$ cat src/rtl/fpcl_pkg.sv
// Shared constants, codes and types of the fixed-point convolution layer.
`default_nettype none
package fpcl_pkg;
    localparam int DATA_WIDTH   = 16;
    localparam int FRAC_BITS    = 8;
    localparam int STRIDE       = 1;
    localparam int INPUT_WORDS  = 4096;
    localparam int WEIGHT_WORDS = 16384;
    localparam int OUTPUT_WORDS = 4096;
    localparam int BIAS_WORDS   = 64;
    localparam int ACC_W        = 48;
    localparam int PROD_W       = 2 * DATA_WIDTH;

    localparam int IN_AW  = $clog2(INPUT_WORDS);
    localparam int WT_AW  = $clog2(WEIGHT_WORDS);
    localparam int OUT_AW = $clog2(OUTPUT_WORDS);
    localparam int B_AW   = $clog2(BIAS_WORDS);

    typedef enum logic [2:0] {
        FUNC_LOAD_IN   = 3'd0,
        FUNC_LOAD_WT   = 3'd1,
        FUNC_LOAD_BIAS = 3'd2,
        FUNC_START     = 3'd3,
        FUNC_READ      = 3'd4
    } t_func;

    typedef enum logic [1:0] {
        STATUS_READ = 2'd0,
        STATUS_DONE = 2'd1,
        STATUS_SIZE = 2'd2
    } t_status;

    typedef enum logic [2:0] {
        CFG_IN_CH  = 3'd0,
        CFG_IN_H   = 3'd1,
        CFG_IN_W   = 3'd2,
        CFG_OUT_CH = 3'd3,
        CFG_OUT_H  = 3'd4,
        CFG_OUT_W  = 3'd5,
        CFG_K_H    = 3'd6,
        CFG_K_W    = 3'd7
    } t_cfg_idx;

    // Commands to the shared multiply-accumulate unit.
    typedef struct packed {
        logic init;   // acc = bias << FRAC_BITS
        logic mul;    // prod = a * b
        logic add;    // acc += prod
        logic sat;    // acc = sat(acc >> FRAC_BITS) << FRAC_BITS
    } t_mac_ctrl;
endpackage
`default_nettype wire

$ cat src/rtl/fpcl_mac.sv
// Shared multiply-accumulate unit with per-plane saturation.
`default_nettype none
module fpcl_mac (
    input  wire logic                                    i_clk,
    input  wire logic                                    i_rst_n,
    input  wire fpcl_pkg::t_mac_ctrl                     i_ctrl,
    input  wire logic signed [fpcl_pkg::DATA_WIDTH-1:0]  i_bias,
    input  wire logic signed [fpcl_pkg::DATA_WIDTH-1:0]  i_a,
    input  wire logic signed [fpcl_pkg::DATA_WIDTH-1:0]  i_b,
    output logic signed [fpcl_pkg::DATA_WIDTH-1:0]       o_result
);
    import fpcl_pkg::*;

    localparam logic signed [ACC_W-1:0] SAT_HI = ACC_W'((64'sd1 <<< (DATA_WIDTH-1)) - 1);
    localparam logic signed [ACC_W-1:0] SAT_LO = ACC_W'(-(64'sd1 <<< (DATA_WIDTH-1)));

    logic signed [PROD_W-1:0] r_prod;
    logic signed [ACC_W-1:0]  r_acc;
    logic signed [ACC_W-1:0]  n_acc;
    logic signed [ACC_W-1:0]  acc_shr;
    logic signed [ACC_W-1:0]  acc_sat;

    // Arithmetic shift rounds toward minus infinity.
    assign acc_shr = r_acc >>> FRAC_BITS;

    always_comb begin
        priority if (acc_shr > SAT_HI) begin
            acc_sat = SAT_HI;
        end else if (acc_shr < SAT_LO) begin
            acc_sat = SAT_LO;
        end else begin
            acc_sat = acc_shr;
        end
    end

    always_comb begin
        n_acc = r_acc;
        priority if (i_ctrl.init) begin
            n_acc = ACC_W'(i_bias) <<< FRAC_BITS;
        end else if (i_ctrl.add) begin
            n_acc = r_acc + ACC_W'(r_prod);
        end else if (i_ctrl.sat) begin
            n_acc = acc_sat <<< FRAC_BITS;
        end
    end

    always_ff @(posedge i_clk) begin
        if (!i_rst_n) begin
            r_acc <= '0;
        end else begin
            r_acc <= n_acc;
        end
    end

    always_ff @(posedge i_clk) begin
        if (i_ctrl.mul) begin
            r_prod <= i_a * i_b;
        end
    end

    assign o_result = acc_shr[DATA_WIDTH-1:0];
endmodule
`default_nettype wire

$ cat config.mk
export PLATFORM = sky130hd
export DESIGN_NAME = fpcl_mac
export DESIGN_NICKNAME = d
export VERILOG_FILES = /design/src/rtl/fpcl_pkg.sv /design/src/rtl/fpcl_mac.sv
export SDC_FILE = /design/constraint.sdc
export NUM_CORES = 1
export LEC_CHECK = 0
export BUFFER_PORTS_ARGS = -buffer_cell sky130_fd_sc_hd__buf_2
export CAP_MARGIN = 20
export CORE_ASPECT_RATIO = 0.75
export CORE_MARGIN = 2
export CORE_UTILIZATION = 50
export CTS_BUF_LIST = sky130_fd_sc_hd__clkbuf_16
export CTS_CLUSTER_DIAMETER = 100
export DETAILED_ROUTE_END_ITERATION = 7
export PLACE_DENSITY = 0.65
export SYNTH_ARGS = -nofsm -noshare
export SYNTH_HDL_FRONTEND = slang
export SYNTH_SLANG_ARGS = --single-unit
export TNS_END_PERCENT = 30
$ cat constraint.sdc
create_clock -name i_clk -period 7.7 [get_ports i_clk]
set_input_delay 0.385 -clock i_clk [delete_from_list [all_inputs] [get_ports i_clk]]
set_output_delay 0.385 -clock i_clk [all_outputs]
set_load 0.05 [all_outputs]
==> results of run 1 <==
## cell usage after synthesis (5+ instances only)
master,n
inv_1,351
fa_1,263
nand2_1,180
ha_1,129
a21oi_1,126
and2_1,126
nor2_1,81
clkbuf_1,58
xnor2_1,56
o21ai_0,54
dfxtp_1,48
a21o_1,36
edfxtp_1,32
nor3_1,20
nand4_1,19
o221ai_1,19
buf_4,16
xor2_1,15
nand3_1,14
a211oi_1,12
and3_1,12
o21a_1,12
o21bai_1,12
o211ai_1,10
nor2b_1,9
nand2b_1,8
a31oi_1,6
nor4_1,6
o31ai_1,5
## tightest hold or removal path: cells and delay by family
kind            cells  cell delay (ns)
compound gates      1             0.10
buf+inv             1             0.08
simple gates        1             0.08
## cell type report
cell class,instances,area share [%]
clock inverters,7,0.526
flip-flops and latches,80,11.7
clock buffers,9,1.37
multi-input cells,1280,73.1
inverters,352,8.04
repair buffers,72,2.24
well taps,399,3.04
## final timing paths
kind              slack, ns                   from                endpoint  depth (start not counted)
setup reg to reg       4.10   r_prod[20]$_DFFE_PP_  r_acc[47]$_SDFFE_PN0P_                         11
hold / removal         0.33              i_bias[7]  r_acc[15]$_SDFFE_PN0P_                          3
hold reg to reg        0.52  r_acc[7]$_SDFFE_PP0P_   r_acc[7]$_SDFFE_PP0P_                          2
setup / recovery       0.94                i_a[15]    r_prod[30]$_DFFE_PP_                         21
## flip-flops by register name (all words and copies together), names as in the netlist
| signal | flops |
|---|---|
| r_prod | 32 |
| r_acc | 48 |
## per-stage QoR
| step | hold slack, ns | utilization, % | instances | cell area, um2 |
|---|---|---|---|---|
| finish | 0.332 | 54.0 | 2199 | 16400 |
| CTS | 0.324 | 54.0 | 2199 | 16400 |
| global placement | 0.483 | 53.0 | 2183 | 16100 |
| global route | 0.343 | 54.0 | 2199 | 16400 |
| detailed placement | 0.496 | 53.0 | 2183 | 16100 |
| floorplan | 0.468 | - | 1789 | 15600 |
## routing by layer
layer  up-vias  global-route usage, %  part of all wire [%]
met3        38                   3.47                   5.1
met2       340                   40.4                    47
met5         -                      0                     0
met4         0                   4.69                   1.5
li1       5721                      -                     -
met1      6065                   33.3                    47
## kinds of logic after synthesis
logic type | count (synthesis) | synth area share, %
AO/OA/AOI/OAI | 325 | 13.4
XOR/XNOR | 71 | 3.99
adder cells (fa/ha/maj) | 392 | 44.1
buffers and inverters | 429 | 10.7
flip-flops | 80 | 12.3
multiplexers | 3 | 0.193
AND/OR/NAND/NOR | 489 | 15.3
==> reports/summary.txt, run 1 <==
status: completed
Peak Freq: 148 MHz
Clk Latency, worst-skew pair: 0.35 ns
Filler cells: 2863
most common cell after layout, fill and taps aside: inv_1
most frequent cells in the layout: 351 x inv_1, 263 x fa_1, 180 x nand2_1, 129 x ha_1, 126 x and2_1
Starting Density: 51.3%
Syn Area/Cell: 8.72 um2
CP Cell Sequence: buf_2 -> nand2_1 -> fa_1 -> inv_1 -> fa_1 -> inv_1 -> fa_1 -> fa_1 -> fa_1 -> fa_1 -> inv_1 -> ha_1 -> and3_1 -> and2_1 -> a221o_1 -> a21oi_1 -> a311oi_1 -> o21a_1 -> o21ai_0 -> or3b_2 -> o211ai_1
first-pass GRT wire length: 63100 um
DRT Wirelength: 37100 um
clk buf depth: 2
Resize count post-CTS: 0
nets: 2241
post-synthesis sequential area ratio: 12.3%
Die H: 157 um
pins over their slew limit: 0
Mapped Nets: 2235
total of max-cap violations: 0
routability cong.: 0.863
FF/Latch Area: 1920 um2
crit-path leading delay family: adder cells
TritonCTS clock tree: built
DP HPWL: 30200 um
Max Clock Skew: 0.00634 ns
crit path capture type: register
remaining antenna violation count after routing: 0
final setup vio count: 0
num rows: 55
worst min-delay path category: input port to register
via count: 12.2k
root buf cell: clkbuf_16
required time of the critical path: 7.88 ns
clk sinks: 80
setup TNS: 0 ns
Syn Inst Count: 1789
number of global-route vias before repair: 12.7k
clock transition at the registers of the reported paths: 0.07 ns
WL/cell: 16.9 um
Overflow after GRT: 0
period utilisation layout: 87.8%
drt drc: 0
initial antenna violation count: 0
unrepaired setup endpoints after global routing: false
count of cell types in the netlist: 63
area of the multi-input gates: 12000 um2
Placement Setup Slack: 0.603 ns
I/O pins: 70
Die X-Extent: 208 um
PortBufs: 69
Worst EP arrival: 6.94 ns
drt pass-1 iters: 5
ratio of cells with drive above 1 in the final layout: 5.61%
TritonCTS buffer count: 9
First DRT Iteration DRCs: 725
H-tree levels: 3
Yosys top cell by area: fa_1
Crit-path slowest cell: fa_1
CP peak stage delay: 0.87 ns
hold-fix buffers at CTS: 0
Final Hold Violating Endpoints: 0
crit path max fanout: 16
Tightest Pin Transition: 1.12 ns
Synth Cell Area: 15600 um2
top cell type's share of synthesized area: 33.8%
Critical Path Source Type: input port
Final WS setup: 0.943 ns
post-layout min period: 6.76 ns
Synth async-reset ratio: 0%
largest net degree at the start of global routing: 43
most frequent CP cell: fa_1
Main synth FF type: dfxtp_1
Worst Setup Path Type: input port to register
Synth area leaders: fa_1 34%, ha_1 10%, inv_1 8.4%
full die area: 32600 um2
# diodes: 0
WP buf/inv: 4
Core Footprint: 30400 um2
# Post-CTS Setup Buffers: 0
vias per inst: 5.53
number of flops mapped to enable cells by yosys: 32
GRT Total Usage: 24.0%
Slew HR: 23.2%
#FFs+latches synth: 80
Ys Warns: 0
area grow syn2layout: 5.34%
Power of run 1 is left out: the tool's default activity adds up to more than one toggle a clock period on the data nets, which glitch-free logic cannot reach.
==> run 2: changes to the inputs <==
Settings changed: CORE_UTILIZATION 50 to 35, PLACE_DENSITY 0.65 to 0.48.
==> reports/summary.txt, run 2 (synthesis results as in run 1) <==
Final WS setup: 1.11 ns (+0.163 ns)
DRT Wirelength: 40200 um (+8.4%)
total of max-cap violations: 0 (unchanged)
H-tree levels: 3 (unchanged)
final setup vio count: 0 (unchanged)
Die H: 187 um (+19%)
initial antenna violation count: 0 (unchanged)
root buf cell: clkbuf_16
clk sinks: 80 (unchanged)
Max Clock Skew: 0.0118 ns (+0.00547 ns)
routability cong.: 0.852 (-1.3%)
Starting Density: 35.7% (-16 points)
status: complete, but fails checks
Final Hold Violating Endpoints: 0 (unchanged)
number of global-route vias before repair: 12.8k (+0.68%)
clock transition at the registers of the reported paths: 0.07 ns (about the same)
worst min-delay path category: input port to register
hold-fix buffers at CTS: 0 (unchanged)
period utilisation layout: 85.6% (-2.1 points)
post-layout min period: 6.59 ns (-0.163 ns)
required time of the critical path: 7.79 ns (-0.09 ns)
pins over their slew limit: 0 (unchanged)
Biggest register: r_acc
setup TNS: 0 ns (unchanged)
area of the multi-input gates: 12000 um2 (unchanged)
Slew HR: 39.5% (+16 points)
Peak Freq: 152 MHz (+2.5%)
Core Footprint: 43700 um2 (+44%)
TritonCTS buffer count: 9 (unchanged)
WL/cell: 16.9 um (+0.20%)
PortBufs: 69 (unchanged)
max reg flops: 48 (unchanged)
remaining antenna violation count after routing: 0 (unchanged)
Critical R2R Launch: r_prod[0]$_DFFE_PP_
Clk Latency, worst-skew pair: 0.35 ns (about the same)
largest net degree at the start of global routing: 42 (-2.3%)
full die area: 46300 um2 (+42%)
crit path max fanout: 16 (unchanged)
most common cell after layout, fill and taps aside: inv_1
Filler cells: 4451 (+55%)
GRT Total Usage: 18.6% (-5.4 points)
drt drc: 9 (+9)
crit path capture type: register
vias per inst: 5.04 (-8.9%)
clk buf depth: 2 (unchanged)
via count: 12.0k (-1.5%)
DP HPWL: 32700 um (+8.2%)
num rows: 66 (+20%)
Setup crit start: i_b[1]
Critical Path Source Type: input port
# diodes: 0 (unchanged)
TritonCTS clock tree: built
First DRT Iteration DRCs: 778 (+7.3%)
Resize count post-CTS: 0 (unchanged)
ratio of cells with drive above 1 in the final layout: 5.61% (about the same)
I/O pins: 70 (unchanged)
R2R depth: 12 (+1)
Placement Setup Slack: 0.780 ns (+0.177 ns)
drt pass-1 iters: 8 (+3)
Worst EP arrival: 6.69 ns (-0.25 ns)
minimum setup slack among reg-to-reg paths: 4.11 ns (about the same)
unrepaired setup endpoints after global routing: false
nets: 2242 (+0.045%)
Largest regs: r_acc x48, r_prod x32
FF-to-FF End: r_acc[44]$_SDFFE_PN0P_
area grow syn2layout: 6.88%
Die X-Extent: 248 um (+19%)
# Post-CTS Setup Buffers: 0 (unchanged)
Overflow after GRT: 0 (unchanged)
Worst Setup Path Type: input port to register
Tightest Pin Transition: 0.884 ns (-0.239 ns)
most frequent cells in the layout: 351 x inv_1, 263 x fa_1, 180 x nand2_1, 129 x ha_1, 126 x and2_1
FF/Latch Area: 1920 um2 (unchanged)
crit path capture: r_prod[30]$_DFFE_PP_
first-pass GRT wire length: 68500 um (+8.5%)
failing checks: DRC
run 2: how the worst min path moves through the flow:
stage | startpoint | endpoint | slack (ns) | depth (start not counted)
final | i_bias[9] | r_acc[17]$_SDFFE_PN0P_ | 0.33 | 3
after global routing | i_bias[7] | r_acc[15]$_SDFFE_PN0P_ | 0.34 | 3
after CTS | i_bias[9] | r_acc[17]$_SDFFE_PN0P_ | 0.32 | 3
after detailed placement | r_acc[7]$_SDFFE_PP0P_ | r_acc[7]$_SDFFE_PP0P_ | 0.52 | 2
after global placement | r_acc[2]$_SDFFE_PP0P_ | r_acc[2]$_SDFFE_PP0P_ | 0.49 | 2
after floorplan | r_acc[2]$_SDFFE_PP0P_ | r_acc[2]$_SDFFE_PP0P_ | 0.47 | 2
run 2: critical path: stages:
cell,delay [ns]
buf_2,0.29
nand2_1,0.15
inv_1,0.14
fa_1,0.48
inv_1,0.24
fa_1,0.48
fa_1,0.51
inv_1,0.05
fa_1,0.46
fa_1,0.56
inv_1,0.06
fa_1,0.53
inv_1,0.04
ha_1,0.36
a21o_1,0.20
a21o_1,0.17
a21o_1,0.19
a21oi_1,0.13
nor4b_1,0.35
a311oi_1,0.18
o21a_1,0.20
o21ai_0,0.27
or3b_2,0.18
o211ai_1,0.08
run 2: layout make-up:
cell class / instances / area share, %
inverter: 352 / 7.93
clock buffer: 9 / 1.35
clock inverter: 7 / 0.571
sequential: 80 / 11.5
tap: 578 / 4.34
multi-input combinational: 1280 / 72.0
timing repair buffer: 73 / 2.25
run 2: layer usage:
metal,part of all wire (%),GRT usage (%)
met2,47,30.7
met3,3.6,2.14
met5,0,0
met4,0.66,1.87
met1,49,27.0
run 2: metrics by stage:
| stage | util (%) | instances | cell area (um2) | hold WS (ns) |
|---|---|---|---|---|
| finish | 38.2 | 2379 | 16700 | 0.330 |
| global route | 38.2 | 2379 | 16700 | 0.335 |
| CTS | 38.2 | 2379 | 16700 | 0.318 |
| detailed placement | 37.4 | 2363 | 16300 | 0.515 |
| global placement | 37.4 | 2363 | 16300 | 0.491 |
| floorplan | - | 1789 | 15600 | 0.468 |
Power of run 2 is left out for the same reason.
==> run 3: changes to the inputs <==
Clock period 7.7 ns to 8.4 ns, I/O delays scaled along.
==> reports/summary.txt, run 3 (synthesis results as in run 1) <==
Die X-Extent: 248 um (unchanged)
Core Footprint: 43700 um2 (unchanged)
FF-to-FF End: r_acc[44]$_SDFFE_PN0P_
clk sinks: 80 (unchanged)
DRT Wirelength: 40200 um (-0.12%)
worst min-delay path category: input port to register
ratio of cells with drive above 1 in the final layout: 5.50% (-0.11 points)
Crit. path cell count: 21 (-13%)
first-pass GRT wire length: 67700 um (-1.1%)
via count: 12.0k (+0.10%)
R2R depth: 12 (unchanged)
total of max-cap violations: 0 (unchanged)
area grow syn2layout: 6.68%
Slew HR: 26.5% (-13 points)
final setup vio count: 0 (unchanged)
GRT Total Usage: 18.4% (-0.20 points)
I/O pins: 70 (unchanged)
Final Hold Violating Endpoints: 0 (unchanged)
Peak Freq: 145 MHz
full die area: 46300 um2 (unchanged)
Final WS setup: 1.49 ns (+0.382 ns)
number of global-route vias before repair: 12.9k (+0.62%)
Tightest Pin Transition: 1.08 ns (+0.191 ns)
H-tree levels: 3 (unchanged)
Critical R2R Launch: r_prod[0]$_DFFE_PP_
vias per inst: 5.04 (+0.14%)
Worst Setup Path Type: input port to register
DP HPWL: 32600 um (-0.30%)
largest net degree at the start of global routing: 42 (unchanged)
most frequent CP cell: fa_1
period utilisation layout: 82.3%
Crit-path slowest cell: fa_1
# Post-CTS Setup Buffers: 0 (unchanged)
Clk Latency, worst-skew pair: 0.35 ns (about the same)
drt drc: 0 (-9)
nets: 2241 (-0.045%)
Die H: 187 um (unchanged)
pins over their slew limit: 0 (unchanged)
minimum setup slack among reg-to-reg paths: 4.85 ns (+0.74 ns)
Non-Filler Instances: 2378 (-0.042%)
crit path max fanout: 16 (unchanged)
Worst EP arrival: 7.00 ns (+0.31 ns)
min-delay src: i_bias[9]
most frequent cells in the layout: 351 x inv_1, 263 x fa_1, 180 x nand2_1, 129 x ha_1, 126 x and2_1
drt pass-1 iters: 6 (-2)
remaining antenna violation count after routing: 0 (unchanged)
Max Clock Skew: 0.0104 ns (-0.00137 ns)
setup TNS: 0 ns (unchanged)
Biggest register: r_acc
CP Cell Sequence: buf_2 -> nand2_1 -> fa_1 -> inv_1 -> fa_1 -> inv_1 -> fa_1 -> fa_1 -> fa_1 -> fa_1 -> inv_1 -> ha_1 -> a21o_1 -> a21o_1 -> a21oi_1 -> nor4b_1 -> a311oi_1 -> o21a_1 -> o21ai_0 -> or3b_2 -> o211ai_1
root buf cell: clkbuf_16
First DRT Iteration DRCs: 691 (-11%)
unrepaired setup endpoints after global routing: false
Overflow after GRT: 0 (unchanged)
WL/cell: 16.9 um (about the same)
TritonCTS clock tree: built
Critical Path Source Type: input port
CP peak stage delay: 0.89 ns (+0.33 ns)
required time of the critical path: 8.49 ns (+0.70 ns)
clk buf depth: 2 (unchanged)
initial antenna violation count: 0 (unchanged)
num rows: 66 (unchanged)
Cells after DPL: 2362 (-0.042%)
Starting Density: 35.7% (unchanged)
Worst Hold Depth: 3 (unchanged)
hold-fix buffers at CTS: 0 (unchanged)
worst hold endpoint: r_acc[17]$_SDFFE_PN0P_
Largest regs: r_acc x48, r_prod x32
crit path capture type: register
WP buf/inv: 4 (-2)
status: completed
# diodes: 0 (unchanged)
routability cong.: 0.854 (+0.20%)
max reg flops: 48 (unchanged)
clock transition at the registers of the reported paths: 0.07 ns (about the same)
Placement Setup Slack: 1.10 ns (+0.323 ns)
crit-path leading delay family: adder cells
TritonCTS buffer count: 9 (unchanged)
PortBufs: 69 (unchanged)
post-layout min period: 6.91 ns
Resize count post-CTS: 0 (unchanged)
most common cell after layout, fill and taps aside: inv_1
==> run 3: per-layer routing <==
layer,wire length (um),global-route usage (%),vias to the layer above
li1,-,-,5727
met5,0,0,-
met3,1490,2.36,31
met2,19300,31.0,197
met4,463,3.02,0
met1,18900,25.7,6039
==> run 3: tightest hold or removal path, cell delays in order <==
cell	delay (ns)
buf_2	0.08
o221ai_1	0.10
nor2_1	0.08
==> run 3: area by class of cell <==
type / instances / area (um2)
Fill cell: 4502 / 27000
Multi-Input combinational cell: 1280 / 12000
Sequential cell: 80 / 1920
Inverter: 352 / 1320
Tap cell: 578 / 723
Timing Repair Buffer: 72 / 368
Clock buffer: 9 / 225
Clock inverter: 7 / 71.3
==> run 3: per-stage QoR <==
stage                     util (%)  area, um2  hold WS, ns
after floorplan                  -      15600        0.468
after CTS                     38.1      16600        0.356
final                         38.1      16600        0.360
after global placement        37.4      16300        0.493
after global routing          38.1      16600        0.362
after detailed placement      37.4      16300        0.506
==> run 3: worst max path at each step <==
| stage | slack (ns) | from | end |
|---|---|---|---|
| finish | 1.49 | i_b[5] | r_prod[30]$_DFFE_PP_ |
| global route | 1.00 | i_b[5] | r_prod[30]$_DFFE_PP_ |
| CTS | 1.45 | i_b[4] | r_prod[30]$_DFFE_PP_ |
| detailed placement | 1.10 | i_b[4] | r_prod[30]$_DFFE_PP_ |
| global placement | 1.35 | i_a[15] | r_prod[30]$_DFFE_PP_ |
| floorplan | 1.76 | i_a[15] | r_prod[30]$_DFFE_PP_ |
Power of run 3 is left out for the same reason.
